<file path="src/sv/ese_pkg.sv">
// shared types and constants for the encoder speed estimator
package ese_pkg;

    localparam int unsigned CFG_INDEX_W = 8;
    localparam int unsigned CFG_DATA_W  = 32;

    localparam logic [CFG_INDEX_W-1:0] CFG_DIST_PER_PULSE = 8'd0;
    localparam logic [CFG_INDEX_W-1:0] CFG_SMOOTH_ALPHA   = 8'd1;

    localparam logic [31:0] DIST_PER_PULSE_RESET = 32'd16777;
    localparam logic [15:0] SMOOTH_ALPHA_RESET   = 16'd19661;

    localparam int unsigned SPEED_W  = 56;
    localparam int unsigned DIST_W   = 64;
    localparam int unsigned SCALED_W = 74;
    localparam int unsigned NUM_W    = SCALED_W - 8;
    localparam int unsigned DIV_STEPS = NUM_W;
    localparam int unsigned STEP_W   = $clog2(DIV_STEPS);

    localparam int unsigned IN_TDATA_W  = 48;
    localparam int unsigned OUT_TDATA_W = 216;

    typedef logic [1:0] status_code_t;
    localparam status_code_t STATUS_OK          = 2'd0;
    localparam status_code_t STATUS_ZERO_TIME   = 2'd1;
    localparam status_code_t STATUS_NOT_STARTED = 2'd2;

    typedef enum logic [3:0] {
        ST_IDLE,
        ST_DECODE,
        ST_DIST,
        ST_SCALE,
        ST_DIV,
        ST_SAT,
        ST_DIFF,
        ST_MUL_LO,
        ST_MUL_HI,
        ST_UPDATE,
        ST_OUT
    } ese_state_t;

    typedef struct packed {
        logic         load;
        logic         clear;
        logic         sample;
        logic         accum;
        logic         scale;
        logic         div_step;
        logic         sat;
        logic         diff;
        logic         mul_lo;
        logic         mul_hi;
        logic         update;
        logic         out_load;
        status_code_t status;
        logic         counter_clear;
    } ese_cmd_t;

    typedef struct packed {
        logic func;
        logic started;
        logic dt_zero;
        logic div_done;
        logic out_free;
    } ese_stat_t;

endpackage

</file>
<file path="src/sv/ese_ctrl.sv">
// controller state machine sequencing one word through the datapath
module ese_ctrl (
    input  logic             aclk,
    input  logic             aresetn,
    input  logic             s_tvalid,
    output logic             s_tready,
    input  ese_pkg::ese_stat_t stat,
    output ese_pkg::ese_cmd_t  cmd
);
    import ese_pkg::*;

    ese_state_t state_reg;
    ese_state_t state_next;
    status_code_t code_reg;
    status_code_t code_next;
    logic clr_reg;
    logic clr_next;

    always_ff @(posedge aclk) begin
        if (!aresetn) begin
            state_reg <= ST_IDLE;
            code_reg  <= STATUS_OK;
            clr_reg   <= 1'b0;
        end else begin
            state_reg <= state_next;
            code_reg  <= code_next;
            clr_reg   <= clr_next;
        end
    end

    always_comb begin
        state_next        = state_reg;
        code_next         = code_reg;
        clr_next          = clr_reg;
        cmd               = '0;
        cmd.status        = code_reg;
        cmd.counter_clear = clr_reg;
        s_tready          = 1'b0;
        unique case (state_reg)
            ST_IDLE: begin
                s_tready = 1'b1;
                if (s_tvalid) begin
                    cmd.load   = 1'b1;
                    state_next = ST_DECODE;
                end
            end
            ST_DECODE: begin
                clr_next  = 1'b0;
                code_next = STATUS_OK;
                if (stat.func) begin
                    cmd.clear  = 1'b1;
                    clr_next   = 1'b1;
                    state_next = ST_OUT;
                end else if (!stat.started) begin
                    code_next  = STATUS_NOT_STARTED;
                    state_next = ST_OUT;
                end else if (stat.dt_zero) begin
                    code_next  = STATUS_ZERO_TIME;
                    state_next = ST_OUT;
                end else begin
                    cmd.sample = 1'b1;
                    state_next = ST_DIST;
                end
            end
            ST_DIST: begin
                cmd.accum  = 1'b1;
                state_next = ST_SCALE;
            end
            ST_SCALE: begin
                cmd.scale  = 1'b1;
                state_next = ST_DIV;
            end
            ST_DIV: begin
                cmd.div_step = 1'b1;
                if (stat.div_done) begin
                    state_next = ST_SAT;
                end
            end
            ST_SAT: begin
                cmd.sat    = 1'b1;
                state_next = ST_DIFF;
            end
            ST_DIFF: begin
                cmd.diff   = 1'b1;
                state_next = ST_MUL_LO;
            end
            ST_MUL_LO: begin
                cmd.mul_lo = 1'b1;
                state_next = ST_MUL_HI;
            end
            ST_MUL_HI: begin
                cmd.mul_hi = 1'b1;
                state_next = ST_UPDATE;
            end
            ST_UPDATE: begin
                cmd.update = 1'b1;
                state_next = ST_OUT;
            end
            ST_OUT: begin
                if (stat.out_free) begin
                    cmd.out_load = 1'b1;
                    state_next   = ST_IDLE;
                end
            end
            default: begin
                state_next = ST_IDLE;
            end
        endcase
    end

endmodule

</file>
<file path="config.mk">
export PLATFORM = sky130hd
export DESIGN_NAME = ese_ctrl
export DESIGN_NICKNAME = d
export VERILOG_FILES = /design/src/sv/ese_pkg.sv /design/src/sv/ese_ctrl.sv
export SDC_FILE = /design/constraint.sdc
export NUM_CORES = 1
export LEC_CHECK = 0
export ABC_AREA = 1
export BUFFER_PORTS_ARGS = -buffer_cell sky130_fd_sc_hd__clkbuf_2
export CORE_MARGIN = 4
export CORE_UTILIZATION = 35
export DETAILED_ROUTE_END_ITERATION = 16
export GPL_TIMING_DRIVEN = 1
export PLACE_DENSITY = 0.72
export RECOVER_POWER = 50
export SLEW_MARGIN = 40
export SYNTH_ARGS = -nofsm -noshare
export SYNTH_HDL_FRONTEND = slang
export SYNTH_SLANG_ARGS = --single-unit
</file>
<file path="constraint.sdc">
create_clock -name aclk -period 2.1 [get_ports aclk]
set_input_delay 0.63 -clock aclk [delete_from_list [all_inputs] [get_ports aclk]]
set_output_delay 0.63 -clock aclk [all_outputs]
set_load 0.05 [all_outputs]
</file>
## Word-level counts from Yosys, hierarchy flattened

Cells that the tools add are included.

- Multiplexer cells: 28
- Equal/unequal tests: 13
- Reductions and logical operators: 2

Operators by type and width:

| operator | count |
|---|---|
| $pmux W4 S11 | 1 |
| $mux W4 | 6 |
| $mux W1 | 18 |
| $eq A4 B3 Y1 const B | 4 |
| $eq A4 B4 Y1 const B | 3 |
| $eq A4 B2 Y1 const B | 2 |
| $mux W2 | 3 |
| $ne A2 B2 Y1 const B | 3 |
| $eq A4 B1 Y1 const B | 1 |
| $logic_not A4 Y1 | 1 |
| $reduce_and A3 Y1 | 1 |

- Register bits: 7
- Output and inout port bits: 16
- Logic and storage cells: 46
- Bits of input ports: 8

## Longest topological paths before layout

- Depth in word-level cells: 4
- Depth in mapped cells: 8

## Least setup slack after synthesis

Ideal clock, no wire load.

- Path kind: input -> output
- Start point: input stat[3] in the netlist's numbering
- End point: output cmd[12] in the netlist's numbering
- Stages: 4
- Arrival: 1.457 ns
- Data required time: 1.470 ns
- Setup slack: 0.013 ns
- Path buffers: 0
- Cells stage by stage: inv_1 nor2_1 nand2_1 nor2_1

RTL lines:

| element | RTL line | text |
|---|---|---|
| start, declared | ese_ctrl.sv:7 | `input ese_pkg::ese_stat_t stat,` |
| end, declared | ese_ctrl.sv:8 | `output ese_pkg::ese_cmd_t cmd` |

==> impl_metrics.sql <==
INSERT INTO impl_metrics (metric_group, metric, value, unit) VALUES
('critical_path', 'timing.critical_path.required', '1.47', 'ns'),
('final_layout', 'footprint_of_the_flip_flops_and_latches', '141', 'um2'),
('synth', 'post_synth.cell_area_avg', '5.67', 'um2'),
('synth', 'synth_adder_area_share', '0', ''),
('placed_design', 'portBuffers', '23', ''),
('synth', 'yosys_register_bits', '7', ''),
('sta', 'setup_slack', '0.116', 'ns'),
('final_layout', 'drive_above_1_share', '0.325', ''),
('critical_path', 'crit_path_end_kind', 'primary output', ''),
('floorplanning', 'top_level_ports', '24', ''),
('synth', 'yosys.area_share.xor_xnor', '0', ''),
('run', 'drv.max_cap_violation_count', '0', ''),
('final_layout', 'nets', '123', ''),
('critical_path', 'peak_fanout_along_the_critical_path', '5', ''),
('status', 'run_status', 'completed', ''),
('synth', 'multiplexer_share_of_the_synthesized_area', '0', ''),
('final_layout', 'signed_area_change_from_the_synthesized_netlist_to_the_final_layout', '31.6', '%'),
('final_layout', 'largest_register_ff_count', '4', ''),
('floorplanning', 'area_of_the_die', '0.00209', 'mm2'),
('floorplanning', 'die-height', '45.8', 'um'),
('grt', 'wire_length_of_the_first_global_routing_pass', '1.74', 'mm'),
('critical_path', 'critical-path-slowest-cell', 'sky130_fd_sc_hd__dfxtp_1', ''),
('synth', 'synth_simple_gate_area_share', '0.484', ''),
('cts', 'clock_tree_from_tritoncts', 'built', ''),
('synth', 'ys.warnings.count', '0', ''),
('cts', 'clock_latency_on_the_worst_skew_pair', '0.25', 'ns'),
('sta', 'period_utilisation_layout', '0.945', ''),
('sta', 'achievable-frequency', '504', 'MHz'),
('critical_path', 'worstPathCellList', 'inv_1 -> nor2_2 -> nand2_1 -> nor2_1 -> clkbuf_2', ''),
('placed_design', 'dp_worst_slack', '0.148', 'ns'),
('critical_path', 'cpLargestDelayFamily', 'flip-flops', ''),
('detailed_routing', 'first_iter_violations', '8', ''),
('cts', 'clkTransAtPathRegs', '0.05', 'ns'),
('cts', 'cts_max_level', '1', ''),
('synth', 'synth_top_family_by_area', 'simple AND/OR/NAND/NOR gates', ''),
('sta', 'finalCriticalPeriod', '1.98', 'ns'),
('critical_path', 'critPathLaunchType', 'flip-flop', ''),
('sta', 'finalHoldViolCount', '0', ''),
('final_layout', 'multi_input_comb_area', '270', 'um2'),
('sta', 'setup-tns-final', '0', 'ns'),
('cts', 'clk_root_buffer_cell', 'sky130_fd_sc_hd__clkbuf_4', ''),
('placed_design', 'gpl.final_weighted_congestion', '0.817', ''),
('final_layout', 'antenna_cells', '0', ''),
('sta', 'grt_setup_unrepaired', 'false', ''),
('grt', 'grt_max_degree', '7', ''),
('floorplanning', 'core_area', '0.00132', 'mm2'),
('floorplanning', 'die_w', '45.8', 'um'),
('grt', 'grt.total_usage', '0.117', ''),
('sta', 'final-setup-viol-count', '0', ''),
('detailed_routing', 'route.detailed.drc', '0', ''),
('cts', 'ctsHoldBuffers', '0', ''),
('detailed_routing', 'totalWireLength', '1.09', 'mm'),
('placed_design', 'dp_hpwl', '961', 'um'),
('synth', 'synth_nets', '96', ''),
('sta', 'worst_pin_slew', '0.597', 'ns'),
('detailed_routing', 'via_count', '565', ''),
('detailed_routing', 'final_antenna_net_count', '0', ''),
('cts', 'post-cts-setup-buffer-count', '0', ''),
('synth', 'fraction_of_the_yosys_area_taken_by_sequential_cells', '0.281', ''),
('pwr', 'pwr_density_cell', '1570', 'mW/mm2'),
('final_layout', 'n_fill_cell', '150', ''),
('detailed_routing', 'route.detailed.vias_per_inst', '4.38', ''),
('synth', 'synthCells', '88', ''),
('cts', 'tritoncts_num_sinks', '7', ''),
('synth', 'synthDistinctLibCells', '15', ''),
('synth', 'netlist_area', '499', 'um2'),
('critical_path', 'timing.critical_path.slowest_cell_delay', '0.40', 'ns'),
('pwr', 'leakage', '0.451', 'nW'),
('cts', 'numCtsBuffers', '3', ''),
('pwr', 'vdd.ir_drop.worst', '0.682', 'mV'),
('critical_path', 'path_class', 'flip-flop to primary output', '');
-- metrics by stage --
| stage | power, W | hold WS (ns) | util | cells | cell area, um2 |
|---|---|---|---|---|---|
| floorplan | 0.000783 | 0.445 | - | 88 | 499 |
| global placement | 0.000899 | 0.456 | 0.475 | 125 | 626 |
| detailed placement | 0.000908 | 0.460 | 0.475 | 125 | 626 |
| CTS | 0.00103 | 0.469 | 0.497 | 129 | 654 |
| global route | 0.00111 | 0.491 | 0.499 | 129 | 657 |
| finish | 0.00103 | 0.469 | 0.499 | 129 | 657 |
-- final timing paths --
path	from	end	slack, ns	cells after the start
worst max-delay path	state_reg[3]	cmd[3]	0.12	5
worst min-delay path	clr_reg	clr_reg	0.47	2
worst max register to register	state_reg[3]	state_reg[0]	0.89	7
worst min register to register	clr_reg	clr_reg	0.47	2
-- power by group --
| group | total, W | leakage, nW | switching [W] | internal, W |
|---|---|---|---|---|
| sequential | 0.000226 | 0.0576 | 0.0000478 | 0.000178 |
| combinational | 0.000681 | 0.379 | 0.000512 | 0.000170 |
| clock | 0.000121 | 0.0150 | 0.0000488 | 0.0000725 |
| total | 0.00103 | 0.451 | 0.000608 | 0.000420 |
-- cell usage in the layout (no fill, tap or decap) --
master and instances:
sky130_fd_sc_hd__dfxtp_1 6, sky130_fd_sc_hd__inv_1 19, sky130_fd_sc_hd__nor2_2 2, sky130_fd_sc_hd__inv_2 4
sky130_fd_sc_hd__clkbuf_2 19, sky130_fd_sc_hd__nand4_1 1, sky130_fd_sc_hd__a31oi_1 1, sky130_fd_sc_hd__nand3_1 3
sky130_fd_sc_hd__nand2_1 26, sky130_fd_sc_hd__nand2_2 3, sky130_fd_sc_hd__a21oi_1 2, sky130_fd_sc_hd__nor3_2 1
sky130_fd_sc_hd__dfxtp_2 1, sky130_fd_sc_hd__o21a_1 1, sky130_fd_sc_hd__clkbuf_4 4, sky130_fd_sc_hd__nor2_1 14
sky130_fd_sc_hd__clkbuf_1 4, sky130_fd_sc_hd__nor2_4 3
-- tightest hold or removal path: stages, from the launching register on --
cell and delay (ns):
sky130_fd_sc_hd__dfxtp_1 0.31, sky130_fd_sc_hd__nand2_1 0.06, sky130_fd_sc_hd__a21oi_1 0.06
-- cell families after synthesis --
family	count (synthesis)
buf+inv	24
simple gates	53
flops	7
compound gates	4
-- area by class of cell --
type / count / share of cell area
clock buffers: 4 / 0.0400
inverters: 23 / 0.131
multi-input cells: 57 / 0.411
flip-flops and latches: 7 / 0.215
well taps: 15 / 0.0286
repair buffers: 23 / 0.173
-- metal layers --
metal	global-route usage	part of all wire
met3	0.0395	0.10
met4	0.0682	0.021
met2	0.195	0.46
met1	0.126	0.42
met5	0	0
-- timing repair --
item,in CTS,in global routing
endpoints found under the setup margin,1,1
gates resized for setup,1,2
pin swaps,0,0
-- cells in the mapped netlist --
master	n	area (um2)
sky130_fd_sc_hd__a31oi_1	1	6.26
sky130_fd_sc_hd__buf_4	1	7.51
sky130_fd_sc_hd__inv_1	19	71.3
sky130_fd_sc_hd__nand2_1	26	97.6
sky130_fd_sc_hd__nor2_1	14	52.6
sky130_fd_sc_hd__o21a_1	1	7.51
sky130_fd_sc_hd__inv_2	4	15.0
sky130_fd_sc_hd__dfxtp_1	7	140
sky130_fd_sc_hd__nand2_2	3	18.8
sky130_fd_sc_hd__nor2_4	2	22.5
sky130_fd_sc_hd__nor3_2	1	10.0
sky130_fd_sc_hd__nor2_2	3	18.8
sky130_fd_sc_hd__a21oi_1	2	10.0
sky130_fd_sc_hd__nand3_1	3	15.0
sky130_fd_sc_hd__nand4_1	1	6.26
(Power assumes the default switching activity.)
